## config.mk

```make
export PLATFORM = sky130hd
export DESIGN_NAME = dense_matrix_multiply_core
export DESIGN_NICKNAME = d
export VERILOG_FILES = /design/src/rtl/core/dmm_pkg.sv /design/src/rtl/core/dmm_ctrl.sv /design/src/rtl/core/dmm_datapath.sv /design/src/rtl/core/dense_matrix_multiply_core.sv
export VERILOG_INCLUDE_DIRS = /design/src /design/src/rtl/core
export SDC_FILE = /design/constraint.sdc
export NUM_CORES = 2
export LEC_CHECK = 0
export ABC_AREA = 1
export ABC_CLOCK_PERIOD_IN_PS = 8380
export BUFFER_PORTS_ARGS = -buffer_cell sky130_fd_sc_hd__buf_2
export CAP_MARGIN = 25
export CORE_MARGIN = 1
export CORE_UTILIZATION = 50
export CTS_BUF_LIST = sky130_fd_sc_hd__clkbuf_4
export CTS_CLUSTER_SIZE = 8
export DETAILED_ROUTE_END_ITERATION = 10
export PLACE_DENSITY = 0.72
export SLEW_MARGIN = 0
export SYNTH_ARGS = -nofsm -noshare
export SYNTH_HDL_FRONTEND = slang
export SYNTH_HIERARCHICAL = 1
export SYNTH_SLANG_ARGS = --single-unit
```

## constraint.sdc

```tcl
create_clock -name clk -period 8.38 [get_ports clk]
set_input_delay 1.676 -clock clk [delete_from_list [all_inputs] [get_ports clk]]
set_output_delay 1.676 -clock clk [all_outputs]
set_load 0.01 [all_outputs]
```

## src/rtl/core/dense_matrix_multiply_core_assert.svh

```systemverilog
// Assertion macros shared by the matrix multiply core modules.
// Each macro expects clk and rst_n to be visible where it is used.
`ifndef DENSE_MATRIX_MULTIPLY_CORE_ASSERT_SVH
`define DENSE_MATRIX_MULTIPLY_CORE_ASSERT_SVH

// Same-cycle implication, disabled during reset
`define DMM_ASSERT_IMPL(label, ante, cons, msg) \
    label: assert property (@(posedge clk) disable iff (!rst_n) (ante) |-> (cons)) \
        else $error(msg);

// Next-cycle implication, disabled during reset
`define DMM_ASSERT_NEXT(label, ante, cons, msg) \
    label: assert property (@(posedge clk) disable iff (!rst_n) (ante) |=> (cons)) \
        else $error(msg);

`endif

```

## src/rtl/core/dmm_pkg.sv

```systemverilog
`default_nettype none
// ----------------------------------------------------------------------------
// dmm_pkg
// Shared widths, request codes and controller/datapath interface types
// for the dense matrix multiply core.
// ----------------------------------------------------------------------------
package dmm_pkg;

    localparam int MAX_DIM_DEF = 8;   // default largest matrix dimension
    localparam int IDX_W       = 3;   // row/column index width
    localparam int DIM_W       = 4;   // size register width
    localparam int ELEM_W      = 16;  // Q8.8 element
    localparam int PROD_W      = 32;  // Q16.16 single product
    localparam int SUM_W       = 35;  // Q19.16 dot product
    localparam int CMD_W       = 2;

    // Request codes
    localparam logic [CMD_W-1:0] CMD_WRITE_A = 2'd0;
    localparam logic [CMD_W-1:0] CMD_WRITE_B = 2'd1;
    localparam logic [CMD_W-1:0] CMD_COMPUTE = 2'd2;

    // Controller to datapath commands
    typedef struct packed {
        logic             wr_a;       // store element into A
        logic             wr_b;       // store element into B
        logic             issue;      // read one A/B pair for the MAC
        logic             first;      // first product of a dot product
        logic             last_k;     // last product of a dot product
        logic             load;       // move finished sum to output register
        logic             last_elem;  // final element of the run
        logic [IDX_W-1:0] i;
        logic [IDX_W-1:0] j;
        logic [IDX_W-1:0] k;
    } dmm_cmd_t;

    // Datapath to controller status
    typedef struct packed {
        logic acc_done;   // accumulator holds a finished sum
        logic out_free;   // output register can take a result this cycle
    } dmm_status_t;

endpackage
`default_nettype wire

```

## src/rtl/core/dmm_ctrl.sv

```systemverilog
`default_nettype none
// ----------------------------------------------------------------------------
// dmm_ctrl
// Sequencer: accepts requests, routes element writes and walks i, j, k
// over the result matrix during a compute run.
// ----------------------------------------------------------------------------
`include "dense_matrix_multiply_core_assert.svh"

module dmm_ctrl #(
    parameter int MAX_DIM = dmm_pkg::MAX_DIM_DEF
) (
    input  wire logic                        clk,
    input  wire logic                        rst_n,
    input  wire logic                        in_valid,
    output logic                             in_ready,
    input  wire logic [dmm_pkg::CMD_W-1:0]   cmd,
    input  wire logic [dmm_pkg::IDX_W-1:0]   row_index,
    input  wire logic [dmm_pkg::IDX_W-1:0]   col_index,
    input  wire logic [dmm_pkg::DIM_W-1:0]   m_rows,
    input  wire logic [dmm_pkg::DIM_W-1:0]   n_cols,
    input  wire logic [dmm_pkg::DIM_W-1:0]   k_inner,
    input  wire dmm_pkg::dmm_status_t        status_i,
    output dmm_pkg::dmm_cmd_t                cmd_o
);
    import dmm_pkg::*;

    typedef enum logic [2:0] {
        ST_IDLE  = 3'b001,
        ST_ISSUE = 3'b010,
        ST_WAIT  = 3'b100
    } state_t;

    state_t           state_reg, state_next;
    logic [IDX_W-1:0] i_reg, i_next;
    logic [IDX_W-1:0] j_reg, j_next;
    logic [IDX_W-1:0] k_reg, k_next;

    logic             accept;
    logic             in_range;
    logic             k_end;
    logic             i_end;
    logic             j_end;

    assign in_ready = (state_reg == ST_IDLE);
    assign accept   = in_valid && in_ready;

    // write index must fall inside the store
    assign in_range = ({1'b0, row_index} < DIM_W'(MAX_DIM)) &&
                      ({1'b0, col_index} < DIM_W'(MAX_DIM));

    // loop end flags against the configured sizes
    assign k_end = ({1'b0, k_reg} == (k_inner - DIM_W'(1)));
    assign j_end = ({1'b0, j_reg} == (n_cols - DIM_W'(1)));
    assign i_end = ({1'b0, i_reg} == (m_rows - DIM_W'(1)));

    // next state and commands
    always_comb
    begin
        state_next      = state_reg;
        i_next          = i_reg;
        j_next          = j_reg;
        k_next          = k_reg;
        cmd_o           = '0;
        cmd_o.i         = i_reg;
        cmd_o.j         = j_reg;
        cmd_o.k         = k_reg;
        case (state_reg)
            ST_IDLE:
            begin
                if (accept)
                begin
                    case (cmd)
                        CMD_WRITE_A: cmd_o.wr_a = in_range;
                        CMD_WRITE_B: cmd_o.wr_b = in_range;
                        CMD_COMPUTE:
                        begin
                            i_next     = '0;
                            j_next     = '0;
                            k_next     = '0;
                            state_next = ST_ISSUE;
                        end
                        default: ;  // unused code, dropped
                    endcase
                end
            end
            ST_ISSUE:
            begin
                cmd_o.issue  = 1'b1;
                cmd_o.first  = (k_reg == '0);
                cmd_o.last_k = k_end;
                if (k_end)
                begin
                    k_next     = '0;
                    state_next = ST_WAIT;
                end
                else
                begin
                    k_next = k_reg + IDX_W'(1);
                end
            end
            ST_WAIT:
            begin
                cmd_o.last_elem = i_end && j_end;
                if (status_i.acc_done && status_i.out_free)
                begin
                    cmd_o.load = 1'b1;
                    if (i_end && j_end)
                    begin
                        state_next = ST_IDLE;
                    end
                    else
                    begin
                        state_next = ST_ISSUE;
                        if (j_end)
                        begin
                            j_next = '0;
                            i_next = i_reg + IDX_W'(1);
                        end
                        else
                        begin
                            j_next = j_reg + IDX_W'(1);
                        end
                    end
                end
            end
            default: state_next = ST_IDLE;
        endcase
    end

    // state and loop counters
    always_ff @(posedge clk or negedge rst_n)
    begin
        if (!rst_n)
        begin
            state_reg <= ST_IDLE;
            i_reg     <= '0;
            j_reg     <= '0;
            k_reg     <= '0;
        end
        else
        begin
            state_reg <= state_next;
            i_reg     <= i_next;
            j_reg     <= j_next;
            k_reg     <= k_next;
        end
    end

    `DMM_ASSERT_IMPL(a_load_when_ready, cmd_o.load, status_i.acc_done && status_i.out_free, "load without finished sum or free output")
    `DMM_ASSERT_IMPL(a_issue_in_bounds, cmd_o.issue, {1'b0, k_reg} < k_inner, "inner index beyond k_inner")
    `DMM_ASSERT_IMPL(a_write_on_accept, cmd_o.wr_a || cmd_o.wr_b, in_valid && in_ready, "store write without accepted request")

endmodule
`default_nettype wire

```

## src/rtl/core/dmm_datapath.sv

```systemverilog
`default_nettype none
// ----------------------------------------------------------------------------
// dmm_datapath
// A and B element stores, multiply-accumulate pipeline and the result
// output register.
// ----------------------------------------------------------------------------
`include "dense_matrix_multiply_core_assert.svh"

module dmm_datapath #(
    parameter int MAX_DIM = dmm_pkg::MAX_DIM_DEF
) (
    input  wire logic                               clk,
    input  wire logic                               rst_n,
    input  wire dmm_pkg::dmm_cmd_t                  cmd_i,
    output dmm_pkg::dmm_status_t                    status_o,
    input  wire logic [dmm_pkg::IDX_W-1:0]          row_index,
    input  wire logic [dmm_pkg::IDX_W-1:0]          col_index,
    input  wire logic signed [dmm_pkg::ELEM_W-1:0]  element_value,
    output logic                                    out_valid,
    input  wire logic                               out_ready,
    output logic [dmm_pkg::IDX_W-1:0]               out_row,
    output logic [dmm_pkg::IDX_W-1:0]               out_col,
    output logic signed [dmm_pkg::SUM_W-1:0]        product_value,
    output logic                                    last_element
);
    import dmm_pkg::*;

    localparam int DEPTH = MAX_DIM * MAX_DIM;
    localparam int AW    = (DEPTH > 1) ? $clog2(DEPTH) : 1;

    logic signed [ELEM_W-1:0] a_mem [DEPTH];
    logic signed [ELEM_W-1:0] b_mem [DEPTH];

    logic [AW-1:0]            waddr;
    logic [AW-1:0]            raddr_a;
    logic [AW-1:0]            raddr_b;

    // stage 1: registered store reads
    logic signed [ELEM_W-1:0] rd_a_reg;
    logic signed [ELEM_W-1:0] rd_b_reg;
    logic                     v1_reg;
    logic                     first1_reg;
    logic                     lastk1_reg;

    // stage 2: product
    logic signed [PROD_W-1:0] prod_reg;
    logic                     v2_reg;
    logic                     first2_reg;
    logic                     lastk2_reg;

    // stage 3: accumulator
    logic signed [SUM_W-1:0]  acc_reg, acc_next;
    logic signed [SUM_W-1:0]  prod_ext;
    logic                     acc_done_reg, acc_done_next;

    // output register
    logic                     out_valid_reg;
    logic [IDX_W-1:0]         out_row_reg;
    logic [IDX_W-1:0]         out_col_reg;
    logic signed [SUM_W-1:0]  product_value_reg;
    logic                     last_reg;

    // store addresses, entry at row * MAX_DIM + col
    assign waddr   = AW'(row_index * MAX_DIM + col_index);
    assign raddr_a = AW'(cmd_i.i * MAX_DIM + cmd_i.k);
    assign raddr_b = AW'(cmd_i.k * MAX_DIM + cmd_i.j);

    // element stores: one write, one registered read each
    always_ff @(posedge clk)
    begin
        if (cmd_i.wr_a)
        begin
            a_mem[waddr] <= element_value;
        end
        rd_a_reg <= a_mem[raddr_a];
    end

    always_ff @(posedge clk)
    begin
        if (cmd_i.wr_b)
        begin
            b_mem[waddr] <= element_value;
        end
        rd_b_reg <= b_mem[raddr_b];
    end

    // pipeline payload
    always_ff @(posedge clk)
    begin
        prod_reg <= rd_a_reg * rd_b_reg;
        acc_reg  <= acc_next;
    end

    assign prod_ext = {{(SUM_W - PROD_W){prod_reg[PROD_W-1]}}, prod_reg};

    // accumulate, restart on the first product of each sum
    always_comb
    begin
        acc_next      = acc_reg;
        acc_done_next = acc_done_reg;
        if (v2_reg)
        begin
            acc_next = first2_reg ? prod_ext : (acc_reg + prod_ext);
        end
        if (cmd_i.load)
        begin
            acc_done_next = 1'b0;
        end
        else if (v2_reg && lastk2_reg)
        begin
            acc_done_next = 1'b1;
        end
    end

    // pipeline tags
    always_ff @(posedge clk or negedge rst_n)
    begin
        if (!rst_n)
        begin
            v1_reg       <= 1'b0;
            first1_reg   <= 1'b0;
            lastk1_reg   <= 1'b0;
            v2_reg       <= 1'b0;
            first2_reg   <= 1'b0;
            lastk2_reg   <= 1'b0;
            acc_done_reg <= 1'b0;
        end
        else
        begin
            v1_reg       <= cmd_i.issue;
            first1_reg   <= cmd_i.first;
            lastk1_reg   <= cmd_i.last_k;
            v2_reg       <= v1_reg;
            first2_reg   <= first1_reg;
            lastk2_reg   <= lastk1_reg;
            acc_done_reg <= acc_done_next;
        end
    end

    // output register valid
    always_ff @(posedge clk or negedge rst_n)
    begin
        if (!rst_n)
        begin
            out_valid_reg <= 1'b0;
        end
        else if (cmd_i.load)
        begin
            out_valid_reg <= 1'b1;
        end
        else if (out_ready)
        begin
            out_valid_reg <= 1'b0;
        end
    end

    // output register payload
    always_ff @(posedge clk)
    begin
        if (cmd_i.load)
        begin
            out_row_reg       <= cmd_i.i;
            out_col_reg       <= cmd_i.j;
            product_value_reg <= acc_reg;
            last_reg          <= cmd_i.last_elem;
        end
    end

    assign status_o.acc_done = acc_done_reg;
    assign status_o.out_free = !out_valid_reg || out_ready;

    assign out_valid     = out_valid_reg;
    assign out_row       = out_row_reg;
    assign out_col       = out_col_reg;
    assign product_value = product_value_reg;
    assign last_element  = last_reg;

    `DMM_ASSERT_IMPL(a_done_pipe_empty, acc_done_reg, !v1_reg && !v2_reg, "products in flight after sum finished")
    `DMM_ASSERT_IMPL(a_load_has_sum, cmd_i.load, acc_done_reg, "load without finished sum")
    `DMM_ASSERT_NEXT(a_sum_held, acc_done_reg && !cmd_i.load, acc_done_reg, "finished sum dropped before load")

endmodule
`default_nettype wire

```

## src/rtl/core/dense_matrix_multiply_core.sv

```systemverilog
`default_nettype none
// ----------------------------------------------------------------------------
// dense_matrix_multiply_core
// Exact fixed-point C = A x B with Q8.8 elements and Q19.16 sums.
// ----------------------------------------------------------------------------
// Usage:
//   Input requests (valid/ready) write one element of A or B, or start a
//   compute run. A compute run emits m_rows*n_cols results in row-major
//   order on the output channel, last_element flagging the final one; no
//   request is taken until the last result is in the output register.
//   The A/B stores have one read port each, so one product enters the
//   multiply-accumulate pipeline per cycle while a sum is issued, and the
//   read, multiply and accumulate stages drain before the sum moves to the
//   output register.
//   The output register holds a result while the next sum is computed; a
//   stalled receiver holds the run once that sum is finished.
//   Size registers m_rows, n_cols, k_inner sit on the APB port at 0x0, 0x4,
//   0x8 (from pwdata[3:0]: write 0 reads back 1, above MAX_DIM clamps). Reset
//   returns sizes to MAX_DIM and the sequencer to idle; store contents are
//   undefined until written.
// ----------------------------------------------------------------------------

module dense_matrix_multiply_core #(
    parameter int MAX_DIM = dmm_pkg::MAX_DIM_DEF
) (
    input  wire logic                               clk,
    input  wire logic                               rst_n,
    // APB register port
    input  wire logic                               psel,
    input  wire logic                               penable,
    input  wire logic                               pwrite,
    input  wire logic [3:0]                         paddr,
    input  wire logic [31:0]                        pwdata,
    output logic [31:0]                             prdata,
    output logic                                    pready,
    // request channel
    input  wire logic                               in_valid,
    output logic                                    in_ready,
    input  wire logic [dmm_pkg::CMD_W-1:0]          cmd,
    input  wire logic [dmm_pkg::IDX_W-1:0]          row_index,
    input  wire logic [dmm_pkg::IDX_W-1:0]          col_index,
    input  wire logic signed [dmm_pkg::ELEM_W-1:0]  element_value,
    // result channel
    output logic                                    out_valid,
    input  wire logic                               out_ready,
    output logic [dmm_pkg::IDX_W-1:0]               out_row,
    output logic [dmm_pkg::IDX_W-1:0]               out_col,
    output logic signed [dmm_pkg::SUM_W-1:0]        product_value,
    output logic                                    last_element
);
    import dmm_pkg::*;

    localparam logic [1:0] REG_M_ROWS  = 2'd0;
    localparam logic [1:0] REG_N_COLS  = 2'd1;
    localparam logic [1:0] REG_K_INNER = 2'd2;

    logic [DIM_W-1:0] m_rows_reg;
    logic [DIM_W-1:0] n_cols_reg;
    logic [DIM_W-1:0] k_inner_reg;
    logic [DIM_W-1:0] wdata_clamped;
    logic [1:0]       reg_index;
    logic             reg_write;

    dmm_cmd_t         dp_cmd;
    dmm_status_t      dp_status;

    assign pready    = 1'b1;
    assign reg_index = paddr[3:2];
    assign reg_write = psel && penable && pwrite && pready;

    // clamp a written size into 1..MAX_DIM
    always_comb
    begin
        wdata_clamped = pwdata[DIM_W-1:0];
        if (pwdata[DIM_W-1:0] == '0)
        begin
            wdata_clamped = DIM_W'(1);
        end
        else if (pwdata[DIM_W-1:0] > DIM_W'(MAX_DIM))
        begin
            wdata_clamped = DIM_W'(MAX_DIM);
        end
    end

    // size registers
    always_ff @(posedge clk or negedge rst_n)
    begin
        if (!rst_n)
        begin
            m_rows_reg  <= DIM_W'(MAX_DIM);
            n_cols_reg  <= DIM_W'(MAX_DIM);
            k_inner_reg <= DIM_W'(MAX_DIM);
        end
        else if (reg_write)
        begin
            case (reg_index)
                REG_M_ROWS:  m_rows_reg  <= wdata_clamped;
                REG_N_COLS:  n_cols_reg  <= wdata_clamped;
                REG_K_INNER: k_inner_reg <= wdata_clamped;
                default: ;  // no register there
            endcase
        end
    end

    // register read-back
    always_comb
    begin
        case (reg_index)
            REG_M_ROWS:  prdata = {{(32 - DIM_W){1'b0}}, m_rows_reg};
            REG_N_COLS:  prdata = {{(32 - DIM_W){1'b0}}, n_cols_reg};
            REG_K_INNER: prdata = {{(32 - DIM_W){1'b0}}, k_inner_reg};
            default:     prdata = '0;
        endcase
    end

    dmm_ctrl #(
        .MAX_DIM (MAX_DIM)
    ) u_ctrl (
        .clk       (clk),
        .rst_n     (rst_n),
        .in_valid  (in_valid),
        .in_ready  (in_ready),
        .cmd       (cmd),
        .row_index (row_index),
        .col_index (col_index),
        .m_rows    (m_rows_reg),
        .n_cols    (n_cols_reg),
        .k_inner   (k_inner_reg),
        .status_i  (dp_status),
        .cmd_o     (dp_cmd)
    );

    dmm_datapath #(
        .MAX_DIM (MAX_DIM)
    ) u_datapath (
        .clk           (clk),
        .rst_n         (rst_n),
        .cmd_i         (dp_cmd),
        .status_o      (dp_status),
        .row_index     (row_index),
        .col_index     (col_index),
        .element_value (element_value),
        .out_valid     (out_valid),
        .out_ready     (out_ready),
        .out_row       (out_row),
        .out_col       (out_col),
        .product_value (product_value),
        .last_element  (last_element)
    );

endmodule
`default_nettype wire
```

==> impl_metrics.json <==
{
  "outcome": "finished clean",
  "detail_route.wirelength_um": 267700,
  "worstPathBufferInverterCount": 3,
  "setup-violations-final": 0,
  "period_needed_ns": 6.350,
  "numClockSinks": 2221,
  "sequence_of_cells_on_the_critical_path": "nand2_1 > inv_1 > fa_1 > fa_1 > fa_1 > fa_1 > fa_1 > inv_1 > fa_1 > inv_1 > ha_1 > nand2_1 > nor3_1 > nand3_1 > o211ai_1 > xor2_1",
  "grt_max_degree": 226,
  "timing.setup.tns_ns": 0,
  "ff_latch_area_mm2": 0.06592,
  "worst-endpoint-required_ns": 9.64,
  "cts_tree": "done",
  "multi_input_area_mm2": 0.03027,
  "io-pin-count": 144,
  "post_synth_inst_count": 8781,
  "setup_repair_after_global_routing_missed_its_margin": "false",
  "clock_tree.buffer_depth": 4,
  "clock_buffer_count_from_cts": 572,
  "hpwl_um": 155600,
  "layout_common_cells": "edfxtp_1 (2,125), nand2_1 (1,554), nor2_1 (1,133)",
  "report.final.hold_viol_count": 0,
  "cts_repair_resize_count": 0,
  "layout-drive-gt1-share_pct": 13.94,
  "worstSetupStartpointType": "register",
  "die_x_um": 450.3,
  "die_height_um": 450.3,
  "area_delta_synth_final_pct": 10.31,
  "starting_density_of_the_core_pct": 50.32,
  "total_number_of_nets_in_the_final_design": 9566,
  "synth.ff_latch_count": 2221,
  "synth.cell_area_mm2": 0.1005,
  "worstMarginPinSlew_ns": 1.206,
  "portBuffers": 84,
  "routed-via-count": 70020,
  "slew_headroom_pct": 19.59,
  "yosysWarningCount": 6,
  "insertion_delay_ns": 1.44,
  "number_of_post_cts_setup_repair_buffers": 0,
  "number_of_violations_of_the_max_capacitance_limit": 0,
  "final_max_slew_viol_count": 0,
  "max_freq_ghz": 0.1575,
  "drtAntennaViolNets": 0,
  "mostFrequentLayoutCell": "edfxtp_1",
  "final_min_period_over_clock_period_pct": 75.77,
  "critical_path.slowest_cell": "fa_1",
  "via_count_of_the_first_global_routing_pass": 68900,
  "post_drt_via_cell_ratio": 5.766,
  "initial_antenna_violation_count": 15,
  "portion_of_the_post_synthesis_area_used_by_sequential_elements_pct": 65.59,
  "layout_top_registers": "u_datapath/a_mem: 1024 flops, u_datapath/b_mem: 1024 flops",
  "worst-endpoint-arrival_ns": 7.61,
  "grt.overflow.total": 0,
  "timing.clock.skew_ns": 0.1119,
  "crit_path_end_kind": "register",
  "synth_enable_flop_cells": 2125,
  "clk_pin_slew_worst_paths_ns": 0.06,
  "root_buffer": "clkbuf_4",
  "cts_hold_buf": 0,
  "final_util_pct": 55.51,
  "ys_async_sr_fraction_pct": 1.441,
  "grt_first_pass_wirelength_um": 402600,
  "detail_route.wl_per_cell_um": 22.04,
  "design.die.area_mm2": 0.2027,
  "worst-setup-path-type": "register to register",
  "cpMostUsedCell": "fa_1",
  "ctsHtreeMaxLevel": 6,
  "floorplan.core_area_mm2": 0.1997,
  "detail_route.first_pass.iterations": 6,
  "drc": 0,
  "gp_routability_congestion": 0.9543,
  "drt_first_iter_violations": 7837,
  "max_stage_delay_ns": 0.91,
  "row_count": 164,
  "grt.total_usage_pct": 25.96,
  "nFillCells": 16360,
  "synth_cell_type_count": 50,
  "kind_of_path_behind_the_tightest_hold_check": "register to register",
  "critical-path-top-delay-family": "adder cells",
  "dominantRegCellSynth": "edfxtp_1",
  "critical_path_peak_fanout": 16,
  "post_synth.cell_area_avg_um2": 11.44
}
## cell usage after synthesis (all sizes together) (4+ instances only)
cell,instances,area (um^2)
a21o,5,37.54
a21oi,92,464.2
buf,249,1579
clkbuf,310,1165
clkinv,8,30.03
dfrtp,28,700.7
dfstp,4,105.1
dfxtp,64,1281
edfxtp,2125,63810
fa,263,5265
ha,123,1539
inv,588,2222
nand2,1560,5871
nand3,416,2115
nand3b,11,82.58
nand4,17,106.4
nor2,1140,4317
nor3,133,676.9
o211ai,6,45.04
o21ai,1057,5290
o21bai,13,97.59
o22ai,496,3103
or2,16,100.1
xnor2,20,175.2
xor2,26,227.7
## per-stage QoR
stage / area, um^2 / instances / hold slack (ns) / setup WS (ns)
global placement: 103900 / 11190 / 0.3333 / 2.170
global route: 110800 / 12140 / 0.3364 / 1.693
CTS: 110700 / 12120 / 0.2616 / 2.057
finish: 110800 / 12140 / 0.3378 / 2.030
detailed placement: 103900 / 11190 / 0.3362 / 2.110
floorplan: 100600 / 8808 / 0.3312 / 2.881
## final cells by class
cell class	count	area share, %
inverter	596	2.063
clock inverter	111	0.5554
timing repair buffer	290	1.991
sequential	2221	59.48
clock buffer	821	5.561
tap	2656	2.998
multi-input combinational	5432	27.32
antenna	16	0.03613
## cell families (layout without fill, tap and decap cells)
logic type               Yosys count  after routing  share of synthesized area [%]
AO/OA/AOI/OAI                   1673           1673                          9.023
XOR/XNOR                          46             46                         0.4010
adder cells (fa/ha/maj)          386            386                          6.772
buffers and inverters           1155           1818                          4.972
flip-flops                      2221           2221                          65.59
other                              2             45                       0.007475
AND/OR/NAND/NOR                 3298           3298                          13.24
## routing by layer
| layer | track usage, % | wire [um] |
|---|---|---|
| met1 | 34.17 | 102800 |
| met2 | 41.42 | 126200 |
| met3 | 5.652 | 28110 |
| met4 | 11.58 | 10520 |
| met5 | 0 | 33 |
## worst paths after layout
path | from | to | slack (ns) | cells past startpoint
setup / recovery | u_datapath/rd_b_reg[1]$_DFF_P_ | u_datapath/prod_reg[24]$_DFF_P_ | 2.03 | 16
hold / removal | u_datapath/first1_reg$_DFF_PN0_ | u_datapath/first2_reg$_DFF_PN0_ | 0.34 | 0
setup reg to reg | u_datapath/rd_b_reg[1]$_DFF_P_ | u_datapath/prod_reg[24]$_DFF_P_ | 2.03 | 16
hold reg to reg | u_datapath/first1_reg$_DFF_PN0_ | u_datapath/first2_reg$_DFF_PN0_ | 0.34 | 0
max in group asynchronous | rst_n | u_ctrl/j_reg[0]$_DFFE_PN0P_ | 7.46 | 1
min in group asynchronous | rst_n | u_ctrl/state_reg[1]$_DFFE_PN0P_ | 0.37 | 1
Power is not shown: default switching activity piles up to over one toggle a cycle in this logic, so the estimate is an artifact.
